**config.mk**
```make
export PLATFORM = sky130hd
export DESIGN_NAME = burst_credit_rate_limiter
export DESIGN_NICKNAME = d
export VERILOG_FILES = /design/src/hw/rtl/bcrl_pkg.sv /design/src/hw/rtl/bcrl_cost.sv /design/src/hw/rtl/burst_credit_rate_limiter.sv
export SDC_FILE = /design/constraint.sdc
export NUM_CORES = 1
export LEC_CHECK = 0
export BUFFER_PORTS_ARGS = -buffer_cell sky130_fd_sc_hd__buf_4
export CORE_MARGIN = 10
export CORE_UTILIZATION = 64
export DETAILED_ROUTE_END_ITERATION = 16
export GPL_TIMING_DRIVEN = 1
export PLACE_DENSITY = 0.87
export SETUP_SLACK_MARGIN = 0.4
export SLEW_MARGIN = 0
export SYNTH_ARGS = -nofsm -noshare
export SYNTH_HDL_FRONTEND = slang
export SYNTH_SLANG_ARGS = --single-unit
```
**constraint.sdc**
```tcl
create_clock -name i_clk -period 12.3 [get_ports i_clk]
set_clock_uncertainty 0.15 [all_clocks]
set_input_delay 0.615 -clock i_clk [delete_from_list [all_inputs] [get_ports i_clk]]
set_output_delay 0.615 -clock i_clk [all_outputs]
set_load 0.005 [all_outputs]
```
**src/hw/rtl/bcrl_pkg.sv**
```systemverilog
// Burst credit rate limiter package: item structs, item kinds, register
// indexes and reset values. No dependencies.
package bcrl_pkg;

    localparam int unsigned CREDIT_W = 20;
    localparam int unsigned RATE_W   = 16;
    localparam int unsigned ADDR_W   = 48;
    localparam int unsigned LEN_W    = 10;
    localparam int unsigned BEATS_W  = 3;
    // wide enough for four beats of the largest port
    localparam int unsigned COST_W   = 12;
    localparam int unsigned CFG_IDX_W = 2;

    localparam int unsigned SHIFT_FOUR = 9;
    localparam int unsigned SHIFT_TWO  = 8;
    localparam int unsigned SHIFT_ONE  = 7;

    localparam logic [1:0] KIND_REQ    = 2'd0;
    localparam logic [1:0] KIND_TICK   = 2'd1;
    localparam logic [1:0] KIND_RELOAD = 2'd2;

    localparam logic [CFG_IDX_W-1:0] REG_RD_MAX  = 2'd0;
    localparam logic [CFG_IDX_W-1:0] REG_WR_MAX  = 2'd1;
    localparam logic [CFG_IDX_W-1:0] REG_RD_RATE = 2'd2;
    localparam logic [CFG_IDX_W-1:0] REG_WR_RATE = 2'd3;

    localparam logic [CREDIT_W-1:0] CREDIT_MAX_RST = 20'd4096;
    localparam logic [RATE_W-1:0]   RATE_RST       = 16'd128;

    typedef struct packed {
        logic [1:0]        kind;
        logic              is_write;
        logic [ADDR_W-1:0] req_addr;
        logic [LEN_W-1:0]  req_bytes;
    } t_in_item;

    typedef struct packed {
        logic                granted;
        logic [BEATS_W-1:0]  beat_count;
        logic [LEN_W-1:0]    charge_bytes;
        logic [CREDIT_W-1:0] read_credit_left;
        logic [CREDIT_W-1:0] write_credit_left;
    } t_out_item;

endpackage

```
**src/hw/rtl/bcrl_cost.sv**
```systemverilog
// Burst beat count and byte cost of one request from its start offset and length.
// Depends on bcrl_pkg.
module bcrl_cost #(
    parameter int unsigned PORT_BYTES = 128
) (
    input  logic [bcrl_pkg::SHIFT_FOUR-1:0] i_addr_low,
    input  logic [bcrl_pkg::LEN_W-1:0]      i_len,
    output logic [bcrl_pkg::BEATS_W-1:0]    o_beats,
    output logic [bcrl_pkg::COST_W-1:0]     o_cost
);
    import bcrl_pkg::*;

    localparam logic [COST_W-1:0] P1 = COST_W'(PORT_BYTES);
    localparam logic [COST_W-1:0] P2 = COST_W'(2 * PORT_BYTES);
    localparam logic [COST_W-1:0] P3 = COST_W'(3 * PORT_BYTES);
    localparam logic [COST_W-1:0] P4 = COST_W'(4 * PORT_BYTES);
    localparam int unsigned SUM_W = COST_W + 1;

    logic [COST_W-1:0] len_one;
    logic [COST_W-1:0] len_c;
    logic [SUM_W-1:0]  end_four;
    logic [SUM_W-1:0]  end_two;
    logic [SUM_W-1:0]  end_one;
    logic              cross_four;
    logic              cross_two;
    logic              cross_one;
    logic [BEATS_W-1:0] div_beats;

    always_comb begin
        len_one = (i_len == '0) ? COST_W'(1) : COST_W'(i_len);
        len_c   = (len_one > P4) ? P4 : len_one;

        // last byte offset relative to each aligned window
        end_four = SUM_W'(i_addr_low) + SUM_W'(len_c) - SUM_W'(1);
        end_two  = SUM_W'(i_addr_low[SHIFT_TWO-1:0]) + SUM_W'(len_c) - SUM_W'(1);
        end_one  = SUM_W'(i_addr_low[SHIFT_ONE-1:0]) + SUM_W'(len_c) - SUM_W'(1);
        cross_four = (end_four >= SUM_W'(1 << SHIFT_FOUR));
        cross_two  = (end_two  >= SUM_W'(1 << SHIFT_TWO));
        cross_one  = (end_one  >= SUM_W'(1 << SHIFT_ONE));

        // truncated length / PORT_BYTES, length never above four ports
        if (len_c >= P4) begin
            div_beats = 3'd4;
        end else if (len_c >= P3) begin
            div_beats = 3'd3;
        end else if (len_c >= P2) begin
            div_beats = 3'd2;
        end else if (len_c >= P1) begin
            div_beats = 3'd1;
        end else begin
            div_beats = 3'd0;
        end

        if (cross_four) begin
            o_beats = div_beats;
        end else if (cross_two) begin
            o_beats = 3'd4;
        end else if (cross_one) begin
            o_beats = 3'd2;
        end else begin
            o_beats = 3'd1;
        end

        o_cost = COST_W'(o_beats) * P1;
    end

endmodule

```
**src/hw/rtl/burst_credit_rate_limiter.sv**
```systemverilog
// Burst credit rate limiter: read and write byte credit buckets for memory requests.
// A request is captured in the input register, checked and charged combinationally,
// and its result goes to the output register; both hold while the output stalls.
// Throughput: one request per cycle unless the result output stalls.
// Reset: both buckets at 4096 bytes, maxima 4096, refill rates 128, pipeline empty.
// Depends on bcrl_pkg and bcrl_cost.
module burst_credit_rate_limiter #(
    parameter int unsigned PORT_BYTES = 128
) (
    input  logic                                i_clk,
    input  logic                                i_rst_n,
    input  logic                                i_in_valid,
    output logic                                o_in_stall,
    input  bcrl_pkg::t_in_item                  i_in_data,
    output logic                                o_out_valid,
    input  logic                                i_out_stall,
    output bcrl_pkg::t_out_item                 o_out_data,
    input  logic                                i_cfg_valid,
    output logic                                o_cfg_ready,
    input  logic [bcrl_pkg::CFG_IDX_W-1:0]      i_cfg_index,
    input  logic [bcrl_pkg::CREDIT_W-1:0]       i_cfg_data
);
    import bcrl_pkg::*;

    t_in_item            r_in;
    logic                r_in_vld;
    t_out_item           r_out;
    t_out_item           n_out;
    logic                r_out_vld;
    logic [CREDIT_W-1:0] r_rd_credit;
    logic [CREDIT_W-1:0] n_rd_credit;
    logic [CREDIT_W-1:0] r_wr_credit;
    logic [CREDIT_W-1:0] n_wr_credit;
    logic [CREDIT_W-1:0] r_rd_max;
    logic [CREDIT_W-1:0] r_wr_max;
    logic [RATE_W-1:0]   r_rd_rate;
    logic [RATE_W-1:0]   r_wr_rate;

    logic                out_free;
    logic                advance;
    logic                in_take;
    logic [BEATS_W-1:0]  beats;
    logic [COST_W-1:0]   cost;
    logic [CREDIT_W-1:0] bucket;
    logic                enough;
    logic [CREDIT_W:0]   rd_sum;
    logic [CREDIT_W:0]   wr_sum;

    assign out_free    = !r_out_vld || !i_out_stall;
    assign advance     = r_in_vld && out_free;
    assign o_in_stall  = r_in_vld && !out_free;
    assign in_take     = i_in_valid && !o_in_stall;
    assign o_out_valid = r_out_vld;
    assign o_out_data  = r_out;
    assign o_cfg_ready = 1'b1;

    bcrl_cost #(
        .PORT_BYTES (PORT_BYTES)
    ) u_cost (
        .i_addr_low (r_in.req_addr[SHIFT_FOUR-1:0]),
        .i_len      (r_in.req_bytes),
        .o_beats    (beats),
        .o_cost     (cost)
    );

    always_comb begin
        bucket = r_in.is_write ? r_wr_credit : r_rd_credit;
        enough = (bucket >= CREDIT_W'(cost));
        rd_sum = (CREDIT_W+1)'(r_rd_credit) + (CREDIT_W+1)'(r_rd_rate);
        wr_sum = (CREDIT_W+1)'(r_wr_credit) + (CREDIT_W+1)'(r_wr_rate);

        n_rd_credit            = r_rd_credit;
        n_wr_credit            = r_wr_credit;
        n_out.granted          = 1'b0;
        n_out.beat_count       = '0;
        n_out.charge_bytes     = '0;

        case (r_in.kind)
            KIND_REQ: begin
                n_out.beat_count   = beats;
                n_out.charge_bytes = (cost > COST_W'({LEN_W{1'b1}})) ? {LEN_W{1'b1}}
                                                                     : cost[LEN_W-1:0];
                if (enough) begin
                    n_out.granted = 1'b1;
                    if (r_in.is_write) begin
                        n_wr_credit = r_wr_credit - CREDIT_W'(cost);
                    end else begin
                        n_rd_credit = r_rd_credit - CREDIT_W'(cost);
                    end
                end
            end
            KIND_TICK: begin
                n_rd_credit = (rd_sum > (CREDIT_W+1)'(r_rd_max)) ? r_rd_max
                                                                  : rd_sum[CREDIT_W-1:0];
                n_wr_credit = (wr_sum > (CREDIT_W+1)'(r_wr_max)) ? r_wr_max
                                                                  : wr_sum[CREDIT_W-1:0];
            end
            KIND_RELOAD: begin
                n_rd_credit = r_rd_max;
                n_wr_credit = r_wr_max;
            end
            default: begin
            end
        endcase

        n_out.read_credit_left  = n_rd_credit;
        n_out.write_credit_left = n_wr_credit;
    end

    always_ff @(posedge i_clk) begin
        if (!i_rst_n) begin
            r_in_vld    <= 1'b0;
            r_out_vld   <= 1'b0;
            r_rd_credit <= CREDIT_MAX_RST;
            r_wr_credit <= CREDIT_MAX_RST;
            r_rd_max    <= CREDIT_MAX_RST;
            r_wr_max    <= CREDIT_MAX_RST;
            r_rd_rate   <= RATE_RST;
            r_wr_rate   <= RATE_RST;
        end else begin
            if (out_free) begin
                r_in_vld <= in_take;
            end else if (in_take) begin
                r_in_vld <= 1'b1;
            end
            if (out_free) begin
                r_out_vld <= r_in_vld;
            end
            if (advance) begin
                r_rd_credit <= n_rd_credit;
                r_wr_credit <= n_wr_credit;
            end
            if (i_cfg_valid && o_cfg_ready) begin
                case (i_cfg_index)
                    REG_RD_MAX:  r_rd_max  <= i_cfg_data;
                    REG_WR_MAX:  r_wr_max  <= i_cfg_data;
                    REG_RD_RATE: r_rd_rate <= i_cfg_data[RATE_W-1:0];
                    REG_WR_RATE: r_wr_rate <= i_cfg_data[RATE_W-1:0];
                    default: begin
                    end
                endcase
            end
        end
    end

    always_ff @(posedge i_clk) begin
        if (in_take) begin
            r_in <= i_in_data;
        end
        if (advance) begin
            r_out <= n_out;
        end
    end

endmodule
```
# After elaboration in Yosys (flattened, before gate mapping)
# Cells that the tools add are included.
[classes]
addsub = 10
reduce_logical = 16
n_bitwise = 0
n_div = 0
n_mux = 22
order_cmp = 12
n_eq_ne = 5
n_shift = 0
n_mul = 0
[op_table]
columns = ["cell", "n"]
rows = [
  ["two-way mux 20 bit", 7],
  ["one-hot mux 20 bit (3 select lines)", 2],
  ["adder 20 x 16 -> 21 bit", 2],
  ["> comparator 21 x 20 -> 1 bit", 2],
  ["subtractor 20 x 10 -> 20 bit", 2],
  ["subtractor 13 x 1 -> 13 bit, second input constant", 3],
  [">= comparator 12 x 9 -> 1 bit, second input constant", 2],
  [">= comparator 20 x 10 -> 1 bit", 1],
  ["two-way mux 10 bit", 2],
  ["two-way mux 3 bit", 5],
  ["adder 7 x 12 -> 13 bit", 1],
  ["adder 8 x 12 -> 13 bit", 1],
  ["adder 9 x 12 -> 13 bit", 1],
  [">= comparator 13 x 10 -> 1 bit, second input constant", 1],
  [">= comparator 13 x 8 -> 1 bit, second input constant", 1],
  [">= comparator 13 x 9 -> 1 bit, second input constant", 1],
  [">= comparator 12 x 10 -> 1 bit, second input constant", 1],
  [">= comparator 12 x 8 -> 1 bit, second input constant", 1],
  ["> comparator 12 x 10 -> 1 bit, second input constant", 1],
  ["two-way mux 12 bit", 1],
  ["> comparator 10 bit, second input constant", 1],
  ["logical NOT 10 bit", 1],
  ["AND reduction 2 bit", 4],
  ["equality test 2 bit, second input constant", 3],
  ["other kinds (8)", 18],
]
[word_totals]
regBits = 190
romBits = 0
latch_bits = 0
out_inout_bits = 57
mem_count = 0
ramBits = 0
wordCells = 82
inputBits = 88

# Longest topological paths before layout
# Gate-level depths: netlist of run 1.
[depth]
ltp_word = 14
depth_mapped = 27
ltp_nobuf = 26

# Hierarchy
# From an unflattened synthesis of run 1, not the netlist that was laid out.
[unflattened]
cells_unflattened = 1629
area_unflattened_um2 = 13688.1
[by_module_without_submodules]
columns = ["mod", "instances", "area_per_inst_um2", "cells_per_inst", "seq_area_each_um2"]
rows = [
  ["burst_credit_rate_limiter", 1, 12662.1, 1482, 4564.4],
  ["bcrl_cost", 1, 1026.0, 147, 0.0],
]

# Worst setup path after synthesis of run 1
# Ideal clock, no wire load.
[synth_path]
path_type = "reg-to-reg"
start = "register r_in[9] (netlist name)"
end = "register r_out (netlist bit o_out_data[10]) (data pin)"
slack_ns = 6.763
period_less_slack_ns = 5.537
setup_ns = 0.276
stages_incl_launch_ff = 25
t_required_ns = 11.874
n_path_buf = 2
arrival_time_ns = 5.110
path_cell_list = "edfxtp_1 -> inv_1 -> clkbuf_1 -> nand2_1 -> ha_1 -> inv_1 -> ha_1 -> fa_1 -> a21o_1 -> a21oi_1 -> o21ai_0 -> a31oi_1 -> mux2i_1 -> nand2_1 -> a31o_1 -> o22a_1 -> ha_1 -> nor2b_1 -> o21ai_0 -> o2111ai_1 -> o31ai_1 -> clkbuf_1 -> nor2_1 -> a2111oi_0 -> nor3_1"
[synth_lines]
columns = ["element", "line_no", "text"]
rows = [
  ["from (decl)", "burst_credit_rate_limiter.sv:25", "t_in_item r_in;"],
  ["from (signal assigned)", "burst_credit_rate_limiter.sv:148", "r_in <= i_in_data;"],
  ["to (signal assigned)", "burst_credit_rate_limiter.sv:151", "r_out <= n_out;"],
  ["to (decl)", "burst_credit_rate_limiter.sv:27", "t_out_item r_out;"],
]

==> metrics.txt, run 1 <==
outcome=finished, final reports clean; type of origin of the critical path=flip-flop; Total Power=1.67 mW; Final min period=6.50 ns; Yosys top cell by area=dfxtp_1; worst hold stages=1; Setup TNS Final=0 ns; vias after detailed routing=11000; Mapped Cells=1406; count of final max-slew check failures=0; total track usage=0.282; VDD IR max=0.000105 V; I/O Buffers=97; final core utilization=0.726; # Post-CTS Setup Buffers=0; clock root buffer=clkbuf_16; post-CTS sizing=0; pre-CTS setup slack=6.07 ns; ant diodes=0; ys async rst share=0; Netlist cell types=83; Final Hold Viols=0; largest net degree at the start of global routing=71; die width=155 um; Setup CP Type=reg -> reg; Most used DFF post-synth=dfxtp_1; Avg Inst Size Synth=8.32 um2; num rows=49; final worst slack=5.80 ns; Synth area leaders=dfxtp_1 20%, edfxtp_1 17%, ha_1 11%; crit path max fanout=11; routed wire length per instance=20.7 um; max cap viols=0; Layout area overhead=11.5%; layout cells sized above 1=0.113; Yosys reg bits=180; Ports=145; Register-to-Register Path Depth=25; final setup vio count=0; Layout Nets=1653; DRC Markers=0; first-pass GRT wire length=55300 um; CP endpoint kind=flip-flop; Synth warnings=0; Starting Density=0.651; CTS Hold Bufs=0; Initial DRT Pass Iterations=5; Detailed Place HPWL=25300 um; cts bufs inserted=17; Worst EP arrival=6.53 ns; GP Congestion=0.943; sequential cell area fraction in the yosys report=0.364; worst slew pin tran=1.22 ns; H-Tree Depth=4; vias per inst=6.49; CTS tree=yes; drt initial violations=1423; clock latency at the later pin of the worst-skew pair=0.45 ns; vias in the first global route=10400; fmax=154 MHz; clk slew on worst S/H paths=0.08 ns; synthesized area=11700 um2; Post-DRT Antenna Nets=0; R2R Setup Slk=5.80 ns; grt total ovfl=0; Post-synth EDFFs=66; chip height=155 um; PD cells=128 nW/um2; fraction of post-synthesis cell area in the top cell type by area=0.195; RSZ-0062 raised after global routing=false; worst hold path type=in -> reg; Num Clock Sinks=180; final cycle utilization of the critical path=0.529; core box area=18000 um2; Slew headroom=0.181; initial antenna violation count=0; CTS Buffer Depth=2; Die Area=24100 um2; total wire length=35100 um; Leakage=5.37 nW; WP data required=12.33 ns
[registers in the layout, summed over array words and instances (netlist names)]
register	flops
o_out_data	44
r_in	22
r_rd_credit	20
r_rd_max	20
r_wr_credit	20
r_wr_max	20
r_rd_rate	16
r_wr_rate	16
o_out_valid	1
r_in_vld	1
[cells in the mapped netlist (6+ instances only)]
master and instances:
nand2_1 212, a21oi_1 137, dfxtp_1 114, ha_1 106, inv_1 94, nor2_1 91, edfxtp_1 66, clkbuf_1 58
nand3_1 48, nor3_1 38, o21ai_0 37, o22ai_1 36, xnor2_1 28, o21ai_1 23, xor2_1 21, a211oi_1 18
o31ai_1 17, a21o_1 16, nor4_1 15, buf_4 13, o211ai_1 13, and3_1 11, nand4_1 10, o221ai_1 10
nor2b_1 9, o21a_1 9, a31oi_1 7, nand2b_1 7, and2_1 6, buf_2 6, mux2i_1 6, o31a_1 6
or2_2 6
[report_power, final]
| group | internal, mW | switching (mW) | leakage [nW] |
|---|---|---|---|
| combinational | 0.158 | 0.256 | 3.52 |
| sequential | 0.657 | 0.0341 | 1.56 |
| clock | 0.277 | 0.285 | 0.292 |
| total | 1.09 | 0.575 | 5.37 |
[area by class of cell]
| type | instances | area (um2) |
|---|---|---|
| Clock inverter | 15 | 180 |
| Tap cell | 229 | 287 |
| Clock buffer | 17 | 425 |
| Fill cell | 1388 | 4910 |
| Timing Repair Buffer | 105 | 788 |
| Multi-Input combinational cell | 1054 | 6740 |
| Sequential cell | 180 | 4260 |
| Inverter | 96 | 360 |
[final timing paths]
kind,from,to
worst max-delay path,r_in[6],o_out_data[37]
worst min-delay path,i_in_data[60],r_in[60]
worst max register to register,r_in[6],o_out_data[37]
worst min register to register,r_rd_rate[11],r_rd_rate[11]
[worst max-delay path: stages (launching register included)]
cell	delay (ns)
edfxtp_1	0.41
nor4_1	0.28
nand2_1	0.16
o41ai_1	0.44
nand2_1	0.14
ha_1	0.31
inv_1	0.05
ha_1	0.22
nor3_1	0.29
o2111ai_1	0.25
a31o_1	0.27
a21o_1	0.19
xnor2_1	0.13
nand2_1	0.07
a31o_1	0.22
o22a_1	0.26
ha_1	0.34
nor2b_1	0.13
o21ai_0	0.15
o2111ai_1	0.21
o31ai_2	0.65
or4_1	0.37
nor3_2	0.08
xnor2_1	0.14
o22ai_1	0.23
a211oi_2	0.07
[kinds of logic after synthesis]
family                   synth area share
AND/OR/NAND/NOR                     0.191
AO/OA/AOI/OAI                       0.215
flip-flops                          0.364
buffers and inverters              0.0619
adder cells (fa/ha/maj)             0.122
XOR/XNOR                           0.0367
multiplexers                      0.00802
other                            0.000642
[metal layers]
layer  vias to the layer above  track usage  wire length, um
met4                         0        0.121             1420
li1                       5145            -                -
met1                      5151        0.364            14500
met5                         -            0                0
met2                       610        0.445            15700
met3                       104       0.0629             3470
[cells in the final DEF, fill, tap and decap left out, drive strengths merged, types with 6 or more instances in the layout]
cell / count
xor2: 21
clkinv: 6
dfxtp: 114
edfxtp: 66
a21o: 16
a211oi: 19
nand4: 10
a31oi: 7
nand2b: 7
clkbuf: 17
conb: 8
o21a: 9
nand3: 48
o22ai: 37
o221ai: 10
nor3: 39
a21oi: 138
o31a: 6
ha: 106
xnor2: 28
buf: 105
o31ai: 18
o221a: 7
a2111oi: 6
and3: 11
nor2: 91
and2: 6
mux2i: 6
nor2b: 9
nand2: 212
o21ai: 60
or2: 10
inv: 104
o211ai: 13
nor4: 15
[through the flow]
step           cell area [um2]  hold WS, ns  std cells
2_1_floorplan            11700        0.286       1412
3_3_place_gp             12400        0.297       1664
3_5_place_dp             12400        0.301       1664
4_1_cts                  13000        0.180       1696
5_1_grt                  13000        0.186       1696
6_report                 13000        0.187       1696
Note: power is estimated with default switching activity, not from simulation.
==> run 2: changes to the inputs <==
Settings changed: CORE_UTILIZATION 64 to 54, PLACE_DENSITY 0.87 to 0.78.
Clock period 12.3 ns to 5.65 ns, I/O delays scaled along.
==> metrics.txt, run 2 (synthesis results as in run 1) <==
Post-Layout Cell Count=1843; final setup vio count=0; vias after detailed routing=11600; layout cells sized above 1=0.207; Post-DRT Antenna Nets=0; clk slew on worst S/H paths=0.08 ns; core box area=21200 um2; Setup CP Type=reg -> reg; Final min period=5.61 ns; max cap viols=0; cts bufs inserted=17; Detailed Place HPWL=25700 um; I/O Buffers=97; fmax=178 MHz; worst hold path type=in -> reg; WP data required=5.76 ns; initial antenna violation count=0; Design Area, Final=14700 um2; final core utilization=0.693; drt initial violations=1361; ant diodes=0; most common cell after layout, fill and taps aside=nand2_1; Ports=145; Layout Nets=1754; Worst path max stage delay=0.42 ns; die width=167 um; GP Congestion=0.941; largest net degree at the start of global routing=52; max FFs per register=44; chip height=167 um; Starting Density=0.553; vias in the first global route=10800; clock root buffer=clkbuf_16; total wire length=39100 um; num rows=53; Initial DRT Pass Iterations=5; type of origin of the critical path=flip-flop; Fillers=1605; vias per inst=6.30; VDD IR max=0.000223 V; CP endpoint kind=flip-flop; PD cells=265 nW/um2; worst slew pin tran=1.22 ns; Leakage=5.98 nW; total track usage=0.256; CTS tree=yes; outcome=finished, final reports clean; Final Hold Viols=0; Inst Count DP=1732; crit path max fanout=4; clock latency at the later pin of the worst-skew pair=0.45 ns; routed wire length per instance=21.2 um; RSZ-0062 raised after global routing=true; first-pass GRT wire length=58800 um; Num Clock Sinks=180; DRC Markers=0; commonest cells after routing, fill and taps aside=207 x nand2_1, 156 x buf_4, 127 x a21oi_1; CTS Buffer Depth=2; Die Area=28000 um2; Layout area overhead=25.3%; Worst EP arrival=5.73 ns; Total Power=3.89 mW; Slew headroom=0.185; most frequent CP cell=nand2_1; count of final max-slew check failures=0; H-Tree Depth=4; Placed Instance Area=12700 um2; final cycle utilization of the critical path=0.993; Crit-path slowest cell=edfxtp_1; grt total ovfl=0
==> run 2: final timing paths <==
check | startpoint | end | slack, ns | cells past startpoint
worst max-delay path | r_in[5] | o_out_data[28] | 0.04 | 27
worst min-delay path | i_rst_n | r_wr_rate[7] | 0.18 | 2
worst max register to register | r_in[5] | o_out_data[28] | 0.04 | 27
worst min register to register | r_rd_rate[12] | r_rd_rate[12] | 0.31 | 2
==> run 2: repair_timing <==
action / 4_1_cts / 5_1_grt
pin swaps: 46 / 42
setup buffers: 19 / 15
gates resized for setup: 65 / 76
hold endpoints to repair: 95 / 0
setup endpoints to repair: 54 / 73
gates cloned: 0 / 1
hold buffers: 44 / 0
==> run 2: worst max-delay path: cells and delay by family (launching register included) <==
| kind | cells | cell delay [ns] |
|---|---|---|
| xor+xnor | 1 | 0.17 |
| flops | 1 | 0.42 |
| buf+inv | 4 | 0.52 |
| compound gates | 12 | 2.36 |
| fa+ha+maj | 3 | 0.74 |
| simple gates | 7 | 1.06 |
==> run 2: cell type report <==
class                   instances  area (um2)  share of cell area
multi-input cells            1054        7390               0.504
flip-flops and latches        180        4260               0.291
repair buffers                206        1690               0.115
clock buffers                  17         425              0.0290
inverters                      96         360              0.0246
well taps                     275         344              0.0235
clock inverters                15         181              0.0124
==> run 2: through the flow <==
stage          worst slack [ns]  setup TNS [ns]  hold WS, ns
6_report                 0.0383               0        0.177
5_1_grt                  -0.148           -2.31        0.170
4_1_cts                   0.224               0        0.133
3_5_place_dp            -0.0193         -0.0379        0.304
3_3_place_gp             0.0462               0        0.298
2_1_floorplan             0.370               0        0.231
==> run 2: report_power, final <==
part           switching (mW)  internal [mW]
sequential             0.0801           1.43
clock                   0.620          0.602
combinational           0.666          0.491
total                    1.37           2.52
==> run 2: per-layer routing <==
layer,track usage,part of all wire,vias to the layer above,routed length [um]
met4,0.0700,0.031,0,1230
li1,-,-,5349,-
met2,0.424,0.46,723,18100
met5,0,0,-,0
met3,0.0559,0.10,103,3960
met1,0.329,0.40,5430,15700
